==> src/design/srfc_pkg.sv <==
// ----------------------------------------------------------------------------
// srfc_pkg
// Types, constants and the CRC-8 step for the sensor reply frame checker.
// ----------------------------------------------------------------------------
package srfc_pkg;

	// Reply status codes, ranked: lower nonzero code wins
	typedef enum logic [2:0] {
		ST_OK      = 3'd0,
		ST_HEADER  = 3'd1,
		ST_MARKER  = 3'd2,
		ST_LENGTH  = 3'd3,
		ST_SUM     = 3'd4,
		ST_COMMAND = 3'd5
	} status_t;

	// Configuration register indexes
	localparam logic [1:0] REG_INTERFACE_MODE = 2'd0;
	localparam logic [1:0] REG_REPLY_KIND     = 2'd1;

	// Last byte position of each reply form
	localparam logic [4:0] TW_LAST       = 5'd29;
	localparam logic [4:0] SER_FULL_LAST = 5'd10;
	localparam logic [4:0] SER_PM25_LAST = 5'd6;

	// Serial framing bytes
	localparam logic [7:0] SER_HEADER  = 8'hFE;
	localparam logic [7:0] SER_MARKER  = 8'hA5;
	localparam logic [7:0] SER_LENGTH  = 8'h02;
	localparam logic [7:0] SER_COMMAND = 8'h00;

	// CRC-8 parameters
	localparam logic [7:0] CRC_POLY = 8'h31;
	localparam logic [7:0] CRC_INIT = 8'hFF;

	typedef struct packed {
		logic serial;     // 1: serial framed reply
		logic pm25_only;  // serial only: short PM2.5 reply
	} cfg_t;

	typedef struct packed {
		status_t     status;
		logic [15:0] pm1p0;
		logic [15:0] pm2p5;
		logic [15:0] pm10;
	} result_t;

	// One byte through the MSB-first CRC-8, no reflection
	function automatic logic [7:0] crc8_step(input logic [7:0] crc, input logic [7:0] b);
		logic [7:0] c;
		c = crc ^ b;
		for (int k = 0; k < 8; k++) begin
			c = c[7] ? ((c << 1) ^ CRC_POLY) : (c << 1);
		end
		return c;
	endfunction

endpackage

==> src/design/srfc_frame.sv <==
// ----------------------------------------------------------------------------
// srfc_frame
// Per-byte reply state: position, CRC and sum accumulators, first error and
// readings. Evaluates one registered byte per cycle while step is high and
// forms the result on the last byte of a reply.
// ----------------------------------------------------------------------------
module srfc_frame (
	input  logic             clk,
	input  logic             arst_n,
	input  srfc_pkg::cfg_t   cfg,
	input  logic             step,
	input  logic [7:0]       rx_byte,
	input  logic             frame_start,
	output logic             last_byte,
	output srfc_pkg::result_t result
);
	import srfc_pkg::*;

	logic [4:0]  idx_q;
	logic [7:0]  crc_q;
	logic [7:0]  sum_q;
	status_t     err_q;
	logic [15:0] pm1p0_q, pm2p5_q, pm10_q;

	logic [4:0]  last_c, idx_c;
	logic        clr_c;
	logic [7:0]  crc_c, sum_c, crc_n, sum_n;
	status_t     err_c, err_n, code_c;
	logic [15:0] pm1p0_c, pm2p5_c, pm10_c;
	logic [15:0] pm1p0_n, pm2p5_n, pm10_n;

	// Reply length and restart of a partial reply
	assign last_c = !cfg.serial ? TW_LAST : (cfg.pm25_only ? SER_PM25_LAST : SER_FULL_LAST);
	assign clr_c  = frame_start || (idx_q > last_c);

	assign idx_c   = clr_c ? 5'd0 : idx_q;
	assign crc_c   = clr_c ? CRC_INIT : crc_q;
	assign sum_c   = clr_c ? 8'd0 : sum_q;
	assign err_c   = clr_c ? ST_OK : err_q;
	assign pm1p0_c = clr_c ? 16'd0 : pm1p0_q;
	assign pm2p5_c = clr_c ? 16'd0 : pm2p5_q;
	assign pm10_c  = clr_c ? 16'd0 : pm10_q;

	assign last_byte = (idx_c == last_c);

	// Checks, accumulators and readings for this byte
	always_comb begin
		crc_n   = crc_c;
		sum_n   = sum_c;
		code_c  = ST_OK;
		pm1p0_n = pm1p0_c;
		pm2p5_n = pm2p5_c;
		pm10_n  = pm10_c;
		if (!cfg.serial) begin
			// two-wire: words at 0-1, 3-4, 9-10, CRC in the byte after each
			unique case (idx_c)
				5'd0, 5'd3, 5'd9:   crc_n = crc8_step(CRC_INIT, rx_byte);
				5'd1, 5'd4, 5'd10:  crc_n = crc8_step(crc_c, rx_byte);
				5'd2, 5'd5, 5'd11: begin
					if (crc_c != rx_byte) code_c = ST_SUM;
					crc_n = CRC_INIT;
				end
				default: ;
			endcase
			unique case (idx_c)
				5'd0:    pm1p0_n[15:8] = rx_byte;
				5'd1:    pm1p0_n[7:0]  = rx_byte;
				5'd3:    pm2p5_n[15:8] = rx_byte;
				5'd4:    pm2p5_n[7:0]  = rx_byte;
				5'd9:    pm10_n[15:8]  = rx_byte;
				5'd10:   pm10_n[7:0]   = rx_byte;
				default: ;
			endcase
		end else begin
			// serial: framing bytes, running sum, sum byte last
			unique case (idx_c)
				5'd0:    if (rx_byte != SER_HEADER)  code_c = ST_HEADER;
				5'd1:    if (rx_byte != SER_MARKER)  code_c = ST_MARKER;
				5'd2:    if (rx_byte != SER_LENGTH)  code_c = ST_LENGTH;
				5'd3:    if (rx_byte != SER_COMMAND) code_c = ST_COMMAND;
				default: if (last_byte && (sum_c != rx_byte)) code_c = ST_SUM;
			endcase
			if ((idx_c != 5'd0) && (idx_c < last_c)) sum_n = sum_c + rx_byte;
			if (cfg.pm25_only) begin
				unique case (idx_c)
					5'd4:    pm2p5_n[15:8] = rx_byte;
					5'd5:    pm2p5_n[7:0]  = rx_byte;
					default: ;
				endcase
			end else begin
				unique case (idx_c)
					5'd4:    pm1p0_n[15:8] = rx_byte;
					5'd5:    pm1p0_n[7:0]  = rx_byte;
					5'd6:    pm2p5_n[15:8] = rx_byte;
					5'd7:    pm2p5_n[7:0]  = rx_byte;
					5'd8:    pm10_n[15:8]  = rx_byte;
					5'd9:    pm10_n[7:0]   = rx_byte;
					default: ;
				endcase
			end
		end
		// keep the highest-ranked failure
		err_n = ((code_c != ST_OK) && ((err_c == ST_OK) || (code_c < err_c))) ? code_c : err_c;
	end

	// Result of a finished reply; readings forced to zero on error, PM1.0 and PM10 zero in PM2.5-only mode
	always_comb begin
		result.status = err_n;
		if (err_n != ST_OK) begin
			result.pm1p0 = 16'd0;
			result.pm2p5 = 16'd0;
			result.pm10  = 16'd0;
		end else begin
			result.pm1p0 = cfg.pm25_only ? 16'd0 : pm1p0_n;
			result.pm2p5 = pm2p5_n;
			result.pm10  = cfg.pm25_only ? 16'd0 : pm10_n;
		end
	end

	// Reply state; cleared after the last byte
	always_ff @(posedge clk or negedge arst_n) begin
		if (!arst_n) begin
			idx_q   <= 5'd0;
			crc_q   <= CRC_INIT;
			sum_q   <= 8'd0;
			err_q   <= ST_OK;
			pm1p0_q <= 16'd0;
			pm2p5_q <= 16'd0;
			pm10_q  <= 16'd0;
		end else if (step) begin
			if (last_byte) begin
				idx_q   <= 5'd0;
				crc_q   <= CRC_INIT;
				sum_q   <= 8'd0;
				err_q   <= ST_OK;
				pm1p0_q <= 16'd0;
				pm2p5_q <= 16'd0;
				pm10_q  <= 16'd0;
			end else begin
				idx_q   <= idx_c + 5'd1;
				crc_q   <= crc_n;
				sum_q   <= sum_n;
				err_q   <= err_n;
				pm1p0_q <= pm1p0_n;
				pm2p5_q <= pm2p5_n;
				pm10_q  <= pm10_n;
			end
		end
	end

endmodule

==> config.mk <==
export PLATFORM = sky130hd
export DESIGN_NAME = srfc_frame
export DESIGN_NICKNAME = d
export VERILOG_FILES = /design/src/design/srfc_pkg.sv /design/src/design/srfc_frame.sv
export SDC_FILE = /design/constraint.sdc
export NUM_CORES = 1
export LEC_CHECK = 0
export ABC_CLOCK_PERIOD_IN_PS = 5830
export BUFFER_PORTS_ARGS = -buffer_cell sky130_fd_sc_hd__buf_2
export CAP_MARGIN = 20
export CORE_UTILIZATION = 55
export DETAILED_ROUTE_END_ITERATION = 12
export HOLD_SLACK_MARGIN = 0.05
export PLACE_DENSITY = 0.8
export SYNTH_ARGS = -nofsm -noshare
export SYNTH_HDL_FRONTEND = slang
export SYNTH_SLANG_ARGS = --single-unit
==> constraint.sdc <==
create_clock -name clk -period 5.83 [get_ports clk]
set_clock_uncertainty 0.15 [all_clocks]
set_input_delay 0 -clock clk [delete_from_list [all_inputs] [get_ports clk]]
set_output_delay 0 -clock clk [all_outputs]
set_load 0.05 [all_outputs]
==> run_results.csv <==
group,metric,value,unit
outcome,outcome,"complete, no violations",
sta,slew_violations,0,
routing,routed-via-count,5710,
synth,synthXorXnorAreaFrac,6.105,%
power_and_ir_drop,p_comb_share,42.2,%
synth,ys_seq_area_share,30.80,%
cts,clk_pin_slew_worst_paths,0.08,ns
power_and_ir_drop,peakVddDrop,0.0002036,V
synth,netlist.area_leader.share,27.23,%
synth,synth-edff-count,0,
sta,grt_setup_unrepaired,"no",
final_layout,drive_above_1_share,20.81,%
worst_setup_path,crit_arrival,5.25,ns
routing,wl_met1,7.021,mm
sta,hold_violations,0,
die,num_rows,37,
worst_setup_path,crit_type,"reg -> out",
cts,clock_latency,0.36,ns
final_layout,final_common_cell,"buf_2",
global_routing,grt_max_degree,73,
worst_setup_path,crit_path_max_fanout,32,
power_and_ir_drop,power.total,1.893,mW
cts,clock-sinks,72,
worst_hold_path,min-delay-start,"rx_byte[0]",
die,dieArea,11110,um^2
die,io-pin-count,66,
worst_setup_path,path_cells,"buf_4, ha_1, and3b_1, o221a_2, o21ai_4, buf_4, and2_1, ha_1, nor3_1, nand3_1, nand4b_1, a221o_1, inv_2, a221o_1, or2_1, buf_4, nor2_1, buf_2",
routing,totalWireLength,17.05,mm
routing,wl_met3,1.478,mm
synth,yosys.area_share.simple,23.72,%
sta,slew_headroom,37.48,%
global_routing,grt_antenna_before_repair,0,
die,coreArea,10320,um^2
final_layout,num-fill-cells,881,
cts,root_buffer,"clkbuf_8",
cts,h-tree-depth,3,
power_and_ir_drop,cellPowerDensity,294.5,nW/um^2
power_and_ir_drop,switching_share,40.86,%
cts,post-cts-setup-buffers,0,
worst_setup_path,startpoint,"idx_q[2]$_DFFE_PN0P_",
routing,via_per_inst,6.702,
routing,drt_iter0_drc,646,
routing,wl_per_cell,20.02,um
global_routing,grt_usage,31.61,%
worst_setup_path,rr_startpoint,"idx_q[2]$_DFFE_PN0P_",
worst_setup_path,cp.required,5.68,ns
place,portBuffers,65,
sta,worst_pin_slew,0.9378,ns
cts,ctsResizeCount,0,
sta,period_needed,5.400,ns
synth,async_flop_share,100.0,%
synth,synth_compound_area_share,28.67,%
place,dp_cells,833,
sta,max_freq,185.2,MHz
synth,synth_warnings,0,
global_routing,grt_pass1_vias,5466,
synth,synth_fa_ha_area_share,3.531,%
power_and_ir_drop,intPower,1.119,mW
sta,finalSetupViolCount,0,
routing,drc,0,
global_routing,grt_overflow,0,
synth,netlist_area,5882,um^2
place,dp_hpwl,11.35,mm
synth,synthCells,682,
die,die_w,105.4,um
run,drv_cap,0,
final_layout,diodes,0,
worst_setup_path,cpLargestDelayFamily,"compound AO/OA/AOI/OAI gates",
worst_setup_path,cp_slowest_cell,"a221o_1",
synth,synth_top_family_by_area,"compound AO/OA/AOI/OAI gates",
worst_setup_path,critPathMostFrequentCell,"buf_4",
synth,avgSynthCellArea,8.624,um^2
place,place.gp.congestion,0.9830,
routing,drtPass1Iterations,6,
cts,cts_tree,"built",
routing,ant_nets,0,
global_routing,grt_pass1_wl,27.78,mm
synth,yosys-mux-area-fraction,1.702,%
worst_setup_path,endpoint_kind,"output port",
worst_setup_path,path_buf_inv,5,
final_layout,instances_no_fill,852,
sta,period_share,92.63,%
power_and_ir_drop,p_leak,2.752,nW
power_and_ir_drop,clkPwrFrac,24.0,%
die,die-height,105.4,um
routing,wl_met2,7.953,mm
synth,yosysTopAreaCell,"dfrtp_1",
synth,synth-main-ff-cell,"dfrtp_1",
cts,cts_buffers,9,
synth,synth_area_leaders,"dfrtp_1 27%, a22o_1 8.0%, nand3_1 4.7%",
die,start_util,56.97,%
worst_setup_path,slowest_delay,0.49,ns
final_layout,final_cell_mix,"65 x buf_2, 64 x dfrtp_1, 58 x nand2_1",
power_and_ir_drop,sequentialPowerShare,33.9,%
final_layout,area_growth,9.253,%
synth,synth_nets,712,
routing,routed.top_layer,"met4",
sta,fin_tns_setup,0,ns
cts,max-clock-path-buffers,2,
synth,synth-seq-cells,72,
synth,synth_cell_types,87,
power_and_ir_drop,p_sw,773.3,uW
final_layout,finalNetCount,741,
worst_hold_path,min_path_type,"in -> reg",
worst_setup_path,startpoint_type,"flop",
-- metrics by stage --
stage / hold WS, ns / util, % / worst slack, ns / area [um^2]
2_1_floorplan: -0.4456 / - / 0.9852 / 5882
3_3_place_gp: 0.1280 / 59.82 / 1.018 / 6176
3_5_place_dp: 0.1280 / 59.82 / 0.8889 / 6176
4_1_cts: 0.07316 / 62.25 / 0.4867 / 6426
5_1_grt: 0.07133 / 62.25 / 0.1795 / 6426
6_report: 0.09124 / 62.25 / 0.4295 / 6426
-- per-layer routing --
layer / vias up / track usage, %
met1: 2758 / 42.18
met3: 62 / 6.246
met4: 0 / 12.37
met2: 298 / 50.42
met5: - / 0
li1: 2592 / -
-- worst register-to-register path: stages, from the launching register on --
cell and delay, ns:
dfrtp_1 0.36, buf_4 0.20, ha_1 0.35, and3b_1 0.22, o221a_2 0.35, o21ai_4 0.37, buf_4 0.30, and2_1 0.17
ha_1 0.27, nor3_1 0.24, nand3_1 0.11, nand4b_1 0.12, a221o_1 0.26, inv_2 0.07, ha_1 0.28, o21a_1 0.12
nor2_1 0.05, a311oi_1 0.28, nor3_1 0.12, a221o_1 0.35
-- cell families (layout without fill, tap and decap cells) --
kind of cell	count (synthesis)	count (layout)
mux	10	10
compound gates	217	217
flops	72	72
xor+xnor	41	41
fa+ha+maj	16	16
buf+inv	70	104
simple gates	256	256
-- sequential cells by signal, indices dropped and copies added, names as in the netlist --
name     flops
err_q        3
pm1p0_q     16
sum_q        8
idx_q        5
crc_q        8
pm10_q      16
pm2p5_q     16
-- final timing paths --
check / endpoint / slack, ns / cells after the start
max reg2reg: err_q[1]$_DFFE_PN0P_ / 1.00 / 19
max: result[47] / 0.43 / 18
min: pm1p0_q[0]$_DFFE_PN0P_ / 0.09 / 2
min in group asynchronous: err_q[0]$_DFFE_PN0P_ / 0.23 / 3
min reg2reg: pm1p0_q[13]$_DFFE_PN0P_ / 0.35 / 1
max in group asynchronous: sum_q[1]$_DFFE_PN0P_ / 4.68 / 3
-- cell type report --
cell class / instances / area [um^2] / share of cell area (%)
multi-input combinational: 540 / 3756 / 58.45
sequential: 72 / 1812 / 28.19
timing repair buffer: 78 / 430.4 / 6.698
tap: 136 / 170.2 / 2.648
clock buffer: 10 / 127.6 / 1.986
clock inverter: 6 / 92.59 / 1.441
inverter: 10 / 37.54 / 0.5841
-- synth_stat cells (6+ instances only) --
master	instances
inv_1	9
mux2i_1	10
o22ai_1	7
nand2_1	58
dfrtp_1	64
nand2b_1	8
ha_1	15
buf_2	26
clkbuf_1	25
xor2_1	20
a21oi_2	23
a21oi_1	37
o211ai_1	6
o21ai_0	16
nor2b_1	8
a22o_1	54
nor3b_1	6
xnor2_1	21
nand3_1	55
and2_1	20
nor3_1	8
dfstp_2	8
nor2_1	40
-- power groups by stage --
stage | Combinational, mW | Sequential [mW] | Clock, mW
finish | 0.798 | 0.641 | 0.453
global route | 0.865 | 0.648 | 0.474
CTS | 0.787 | 0.639 | 0.454
detailed placement | 0.781 | 0.646 | 0
global placement | 0.758 | 0.644 | 0
floorplan | 0.638 | 0.628 | 0
-- repair_timing --
action / 4_1_cts / 5_1_grt
hold buffers: 3 / 0
hold endpoints to repair: 68 / 0
endpoints found under the setup margin: 0 / 0
Power figures use the tool's default switching activity.
